<file path="src/sv/gcd_pkg.sv">
// gcd_pkg: shared constants, widths, unit codes and the arctangent table
// for the great-circle distance pipeline. No dependencies.
`default_nettype none
package gcd_pkg;

	// defaults for the top-level parameters
	localparam int CORDIC_STAGES_DEF = 24;
	localparam int ANGLE_FRAC_DEF    = 16;
	localparam int DIST_FRAC_DEF     = 8;

	// fixed field widths
	localparam int COORD_W = 25;
	localparam int UNIT_W  = 2;
	localparam int DIST_W  = 24;

	// internal datapath widths
	localparam int CW      = 34;  // CORDIC x/y and rotation angle, Q30
	localparam int ZW      = 36;  // vectoring angle accumulator, Q30
	localparam int ROOT_W  = 31;  // sqrt(2^60 - c^2) <= 2^30
	localparam int RAD_W   = 62;  // radicand

	// fixed-point constants
	localparam longint Q30_ONE           = 64'd1 << 30;
	localparam longint DEG_TO_RAD_Q32    = 74961321;
	localparam longint RAD_TO_DEG_Q24    = 961263669;
	localparam longint MILES_PER_DEG_Q16 = 4527882;
	localparam longint CORDIC_SEED_Q30   = 652032874;
	localparam longint HALF_PI_Q30       = 1686629713;
	localparam longint KM_FACTOR_Q24     = 27000312;
	localparam longint NM_FACTOR_Q24     = 14569334;
	localparam longint ONE_Q24           = 16777216;

	typedef enum logic [UNIT_W-1:0] {
		UNIT_MILES = 2'd0,
		UNIT_KM    = 2'd1,
		UNIT_NM    = 2'd2,
		UNIT_ALT   = 2'd3
	} unit_t;

	// atan(2^-i) in Q30
	function automatic logic [31:0] atan_q30(input int i);
		logic [31:0] r;
		case (i)
			0:  r = 32'd843314857;
			1:  r = 32'd497837829;
			2:  r = 32'd263043837;
			3:  r = 32'd133525159;
			4:  r = 32'd67021687;
			5:  r = 32'd33543516;
			6:  r = 32'd16775851;
			7:  r = 32'd8388437;
			8:  r = 32'd4194283;
			9:  r = 32'd2097149;
			10: r = 32'd1048576;
			default: r = (i <= 30) ? (32'd1 << (30 - i)) : 32'd0;
		endcase
		return r;
	endfunction

endpackage
`default_nettype wire

</file>
<file path="src/sv/gcd_isqrt.sv">
// gcd_isqrt: pipelined digit-by-digit integer square root, one result bit
// per stage. Depends on gcd_pkg.
`default_nettype none
module gcd_isqrt #(
	parameter int SB_W = 1
) (
	input  wire logic                          clk,
	input  wire logic                          arst_n,
	input  wire logic                          en,
	input  wire logic                          in_valid,
	input  wire logic [gcd_pkg::RAD_W-1:0]    in_n,
	input  wire logic [SB_W-1:0]              in_sb,
	output logic                               out_valid,
	output logic [gcd_pkg::ROOT_W-1:0]        out_root,
	output logic [SB_W-1:0]                   out_sb
);
	import gcd_pkg::*;

	logic [RAD_W-1:0]  rem_s  [0:ROOT_W];
	logic [ROOT_W-1:0] root_s [0:ROOT_W];
	logic              v_s    [0:ROOT_W];
	logic [SB_W-1:0]   sb_s   [0:ROOT_W];

	assign rem_s[0]  = in_n;
	assign root_s[0] = '0;
	assign v_s[0]    = in_valid;
	assign sb_s[0]   = in_sb;

	for (genvar g = 0; g < ROOT_W; g++) begin : g_st
		localparam int B = ROOT_W - 1 - g;
		logic [RAD_W-1:0] cand;

		// (2*root + 2^B) * 2^B
		assign cand = (RAD_W'(root_s[g]) << (B + 1)) + (RAD_W'(1) << (2 * B));

		always_ff @(posedge clk or negedge arst_n) begin
			if (!arst_n) begin
				v_s[g+1] <= 1'b0;
			end else if (en) begin
				v_s[g+1] <= v_s[g];
			end
		end

		always_ff @(posedge clk) begin
			if (en) begin
				sb_s[g+1] <= sb_s[g];
				if (rem_s[g] >= cand) begin
					rem_s[g+1]  <= rem_s[g] - cand;
					root_s[g+1] <= root_s[g] | (ROOT_W'(1) << B);
				end else begin
					rem_s[g+1]  <= rem_s[g];
					root_s[g+1] <= root_s[g];
				end
			end
		end
	end

	assign out_valid = v_s[ROOT_W];
	assign out_root  = root_s[ROOT_W];
	assign out_sb    = sb_s[ROOT_W];

endmodule
`default_nettype wire

</file>
<file path="config.mk">
export PLATFORM = sky130hd
export DESIGN_NAME = gcd_isqrt
export DESIGN_NICKNAME = d
export VERILOG_FILES = /design/src/sv/gcd_pkg.sv /design/src/sv/gcd_isqrt.sv
export SDC_FILE = /design/constraint.sdc
export NUM_CORES = 2
export LEC_CHECK = 0
export ABC_CLOCK_PERIOD_IN_PS = 4300
export BUFFER_PORTS_ARGS = -buffer_cell sky130_fd_sc_hd__buf_2
export CORE_MARGIN = 1
export CORE_UTILIZATION = 48
export DETAILED_ROUTE_END_ITERATION = 10
export GPL_TIMING_DRIVEN = 0
export HOLD_SLACK_MARGIN = 0.05
export PLACE_DENSITY = 0.59
export SLEW_MARGIN = 5
export SYNTH_ARGS = -nofsm -noshare
export SYNTH_HDL_FRONTEND = slang
export SYNTH_SLANG_ARGS = --single-unit
</file>
<file path="constraint.sdc">
create_clock -name clk -period 4.3 [get_ports clk]
set_input_delay 0.43 -clock clk [delete_from_list [all_inputs] [get_ports clk]]
set_output_delay 0.43 -clock clk [all_outputs]
set_load 0.02 [all_outputs]
</file>
---- Yosys cells after proc, flatten, opt, wreduce, memory -nomap -nowiden ----
Cells that the tools add are included.
Widths: inputs -> output; s select.
operators by class
  add/subtract/negate cells ............... 60
  $lt $le $gt $ge ......................... 31
  multiplexer cells ....................... 31
operators by type and width
  kind                    number
  $mux 62                 30
  $add 61x59->62 const B  1
  $ge 62x33->1            1
  $ge 62x34->1            1
  $ge 62x35->1            1
  $ge 62x36->1            1
  $ge 62x37->1            1
  $ge 62x38->1            1
  $ge 62x39->1            1
  $ge 62x40->1            1
  $ge 62x41->1            1
  $ge 62x42->1            1
  $ge 62x43->1            1
  $ge 62x44->1            1
  $ge 62x45->1            1
  $ge 62x46->1            1
  $ge 62x47->1            1
  $ge 62x48->1            1
  $ge 62x49->1            1
  $ge 62x50->1            1
  $ge 62x51->1            1
  $ge 62x52->1            1
  $ge 62x53->1            1
  $ge 62x54->1            1
  69 further kinds        69
word-level totals
  register bits after elaboration ......... 2883
  bits of input ports ..................... 67
  output and inout bits ................... 33
  logic and storage cells ................. 275

---- Depth between registers and ports, before layout ----
  depth in word-level cells ............... 3
  depth in mapped cells ................... 15
  mapped depth without buffers ............ 12

---- Worst setup path before layout ----
Ideal clock, no wire load.
  kind .................................... register to register
  start point ............................. register rem_s[128] in the netlist's numbering
  end point ............................... register rem_s[116] in the netlist's numbering, data pin
  setup time .............................. 0.273 ns
  arrival time ............................ 3.225 ns
  required time ........................... 4.027 ns
  slack ................................... 0.803 ns
  stages on the path, launching flop included .. 12
  buffers on the path ..................... 0
  clock period less this slack ............ 3.497 ns
  cells stage by stage .................... edfxtp_1 -> ha_1 -> nor2b_1 -> o2111a_1 -> o311ai_0 -> a21boi_0 -> o311ai_0 -> nand2_1 -> a211oi_2 -> nand2_1 -> nor4b_1 -> xor2_1
between the ends
  word-level cells in the longest chain between the ends .. 2
  elaborated cells between the ends (all ways) .. 3
  classes of those cells .................. add/sub: 1; order compare: 1; mux: 1
ends and longest elaborated chain
  what                                            line                              text
  from (decl)                                     gcd_isqrt.sv:19                   logic [RAD_W-1:0] rem_s [0:ROOT_W];
  from (signal, indexed assignment)               gcd_isqrt.sv:48                   rem_s[g+1] <= rem_s[g] - cand;
  from (signal, indexed assignment)               gcd_isqrt.sv:51                   rem_s[g+1] <= rem_s[g];
  $sub 62x34->62 or $ge 62x34->1 (tied branches)  gcd_isqrt.sv:48, gcd_isqrt.sv:47
  $mux 62 *                                       gcd_isqrt.sv:47                   if (rem_s[g] >= cand) begin
Every way passes the cells marked *; elsewhere a longest branch is shown, timed or not.
A chain may end at the register's enable or synchronous reset.

---- Final worst setup path ----
  start point ............................. register root_s[212] in the netlist's numbering
  end point ............................... register rem_s[368] in the netlist's numbering, data pin
between the ends
  word-level cells in the longest chain between the ends .. 3
  elaborated cells between the ends (all ways) .. 4
  classes of those cells .................. add/sub: 2; order compare: 1; mux: 1
ends and longest elaborated chain
  what                                            line                              text
  from (decl)                                     gcd_isqrt.sv:20                   logic [ROOT_W-1:0] root_s [0:ROOT_W];
  from (signal, indexed assignment)               gcd_isqrt.sv:49                   root_s[g+1] <= root_s[g] | (ROOT_W'(1) << B);
  from (signal, indexed assignment)               gcd_isqrt.sv:52                   root_s[g+1] <= root_s[g];
  $add 37x11->38 *                                gcd_isqrt.sv:34                   assign cand = (RAD_W'(root_s[g]) << (B + 1)) + (RAD_W'(1) << (2 * B));
  $sub 62x38->62 or $ge 62x38->1 (tied branches)  gcd_isqrt.sv:48, gcd_isqrt.sv:47
  $mux 62 *                                       gcd_isqrt.sv:47
Marks and branches as above.

==> impl_metrics.yaml <==
logic_synthesis:
  postSynthAreaPerCell_um2: 12.7
  synth-main-ff-cell: "edfxtp_1"
  synth-async-reset-ratio_pct: 1.28
  synth_edf_count: 2387
  synth_warnings: 0
  synthCells: 9045
  syn-num-nets: 9637
  synth-seq-area-share_pct: 63.3
  synthesis.area_um2: 115000
  yosysUniqueCellTypes: 81
  yosys_register_bits: 2418
placement:
  place_hpwl_mm: 206
  dp_slack_ps: -1240
  portBuffers: 99
  gp_routability_congestion: 0.916
clock_network:
  htree_num_levels: 5
  clkLatencyLatePin_ps: 930
  clock-sinks: 2418
  numCtsBuffers: 284
  cts_tree: "built"
  path_clk_slew_ps: 60
  clockBufferDepth: 4
  root_buffer: "clkbuf_16"
critical_path:
  crit_arrival_ps: 4740
  crit_path_start_kind: "flip-flop"
  reg2reg_slack_ps: 160
  crit_required_ps: 4900
  critPathCaptureType: "flip-flop"
  path_max_fanout: 10
  path_class: "flip-flop to flip-flop"
route:
  post_drt_wl_per_cell_um: 21.4
  viasPerCell: 5.67
  drc: 0
  ant_nets: 0
  routed_wl_mm: 276
  dr.pass1.iters: 6
  initialDrtViolationCount: 5876
  vias: 72900
cells_and_area:
  nNetsFinal: 10100
  drive_gt1_share_pct: 7.69
  syn2layout_area_growth_pct: 12.9
sta:
  finalHoldViolCount: 0
  finalMaxSlewViolations: 0
  worst_slack_ps: 159
  finalSetupViolCount: 0
  rsz0062_at_grt: "false"
  period_share_pct: 96.3
  tightest_slew_ps: 1280
  period_minus_slack_ps: 4140
  skew_ps: 77.4
  fmax_mhz: 242
  relSlewSlack_pct: 14.1
  timing.hold.ws_ps: 228
pwr:
  p_leak_nw: 48.4
  cellPowerDensity_nw_per_um2: 536
  peakVddDrop_mv: 0.381
  power_w: 0.0693
run:
  drv_cap: 0
min_path:
  min_path_type: "input port to flip-flop"
die:
  die_w_um: 490
  fp.coreArea_um2: 236000
  pin_count: 100
  start_util_pct: 48.5
  die_area_um2: 241000
  fp.dieH_um: 490
  num_rows: 178
grt:
  grt_pass1_vias: 71500
  grt_util_all_layers_pct: 22.6
  grt_max_degree: 185
  overflow: 0
  grt_first_pass_wirelength_mm: 423
  antenna_found_initial: 10
status:
  outcome: "finished, final reports clean"
stage by stage:
step | setup TNS (ps) | std cells | instance area (um^2) | util [%]
3_5_place_dp | -111260 | 12300 | 119000 | 50.5
5_1_grt | 0 | 12900 | 129000 | 54.7
2_1_floorplan | 0 | 9045 | 115000 | -
6_report | 0 | 12900 | 129000 | 54.7
3_3_place_gp | - | 12300 | 119000 | 50.3
4_1_cts | 0 | 12900 | 129000 | 54.6
sequential cells by signal, indices dropped and copies added (netlist names):
name       flops
v_s           30
out_valid      1
sb_s          30
root_s       465
rem_s       1860
out_sb         1
out_root      31
Yosys cell counts, types with 39 or more instances:
| cell | count | share of area [%] |
|---|---|---|
| xor2_1 | 388 | 3.0 |
| a211oi_1 | 46 | 0.30 |
| nor2b_1 | 79 | 0.43 |
| o21ai_0 | 419 | 1.8 |
| o21bai_1 | 51 | 0.33 |
| nor4b_1 | 44 | 0.34 |
| o21a_1 | 96 | 0.63 |
| edfxtp_1 | 2387 | 63 |
| inv_1 | 663 | 2.2 |
| a21oi_1 | 564 | 2.5 |
| or3_1 | 77 | 0.42 |
| mux2_2 | 110 | 1.1 |
| nand4_1 | 149 | 0.81 |
| xnor2_1 | 431 | 3.3 |
| or4_1 | 54 | 0.35 |
| nand2_1 | 582 | 1.9 |
| a31oi_1 | 39 | 0.21 |
| nand3_1 | 151 | 0.66 |
| nor3_1 | 261 | 1.1 |
| clkbuf_1 | 132 | 0.43 |
| nor4_1 | 328 | 1.8 |
| and3_1 | 52 | 0.28 |
| a21o_1 | 181 | 1.2 |
| ha_1 | 525 | 5.7 |
| nand2b_1 | 105 | 0.57 |
| nor2_1 | 621 | 2.0 |
| o31ai_1 | 47 | 0.31 |
cell type report:
cell class	instances	area, um^2
timing repair buffer	186	1620
antenna	8	20.0
clock inverter	140	1330
fill	19500	107000
tap	3150	3940
clock buffer	348	7470
inverter	667	2510
sequential	2418	72500
buffer	153	632
multi-input combinational	5804	39300
per-layer routing:
metal / wire, um / vias up / share of wire [%] / GRT usage, %
li1: - / 34800 / - / -
met1: 126000 / 35900 / 46 / 31.9
met2: 131000 / 1752 / 47 / 36.9
met3: 12900 / 419 / 4.7 / 3.00
met4: 6330 / 2 / 2.3 / 5.78
met5: 13 / - / 0.0047 / 0
final timing paths:
check | startpoint | endpoint | depth (start not counted)
setup reg to reg | root_s[212]$_DFFE_PP_ | rem_s[368]$_DFFE_PP_ | 12
min in group asynchronous | arst_n | v_s[28]$_DFFE_PN0P_ | 3
setup / recovery | root_s[212]$_DFFE_PP_ | rem_s[368]$_DFFE_PP_ | 12
hold / removal | in_n[49] | rem_s[1909]$_DFFE_PP_ | 2
hold reg to reg | root_s[84]$_DFFE_PP_ | root_s[53]$_DFFE_PP_ | 0
max in group asynchronous | arst_n | v_s[16]$_DFFE_PN0P_ | 4
logic make-up after synthesis:
kind of cell	after synthesis	synth area share [%]
adder cells (fa/ha/maj)	525	5.74
AO/OA/AOI/OAI	1671	8.99
flip-flops	2418	63.3
buffers and inverters	823	2.71
multiplexers	120	1.17
AND/OR/NAND/NOR	2669	11.9
XOR/XNOR	819	6.26
layout by cell type (no fill, tap or decap), drive strengths merged, types with 31 or more instances in the layout:
master       instances
xnor2              431
a21o               181
nor3               262
a211oi              48
clkinv              98
ha                 525
nor2               621
a21oi              564
nor4b               45
dfrtp               31
o21ai              419
inv                670
o31ai               47
buf                137
or4                 55
mux2               110
and3                52
xor2               388
nor4               329
nand2              582
and2                31
edfxtp            2387
or2                 34
nor2b               79
nand3              151
a31oi               39
o21bai              51
dlygate4sd3         68
o21a                96
nand2b             105
clkbuf             482
nand4              149
or3                 77
power by group:
| part | switching, W | internal [W] |
|---|---|---|
| sequential | 0.00236 | 0.0299 |
| clock | 0.00927 | 0.0137 |
| combinational | 0.00835 | 0.00569 |
| total | 0.0200 | 0.0493 |
critical path: stages (launching register included):
cell and delay (ps):
edfxtp_1 410, inv_1 70, ha_1 260, clkbuf_1 310, nand4_1 180, or4_1 640
or2_2 340, o22ai_1 370, nor3_4 200, a2111o_1 510, buf_4 200, nor4_1 270
xor2_1 120
repair_timing:
| action | 4_1_cts | 5_1_grt |
|---|---|---|
| setup buffers | 0 | 3 |
| hold endpoints to repair | 165 | 0 |
| pin swaps | 1 | 7 |
| setup endpoints to repair | 306 | 346 |
| hold buffers | 69 | 0 |
| gates resized for setup | 55 | 57 |
Power figures use the tool's default switching activity.
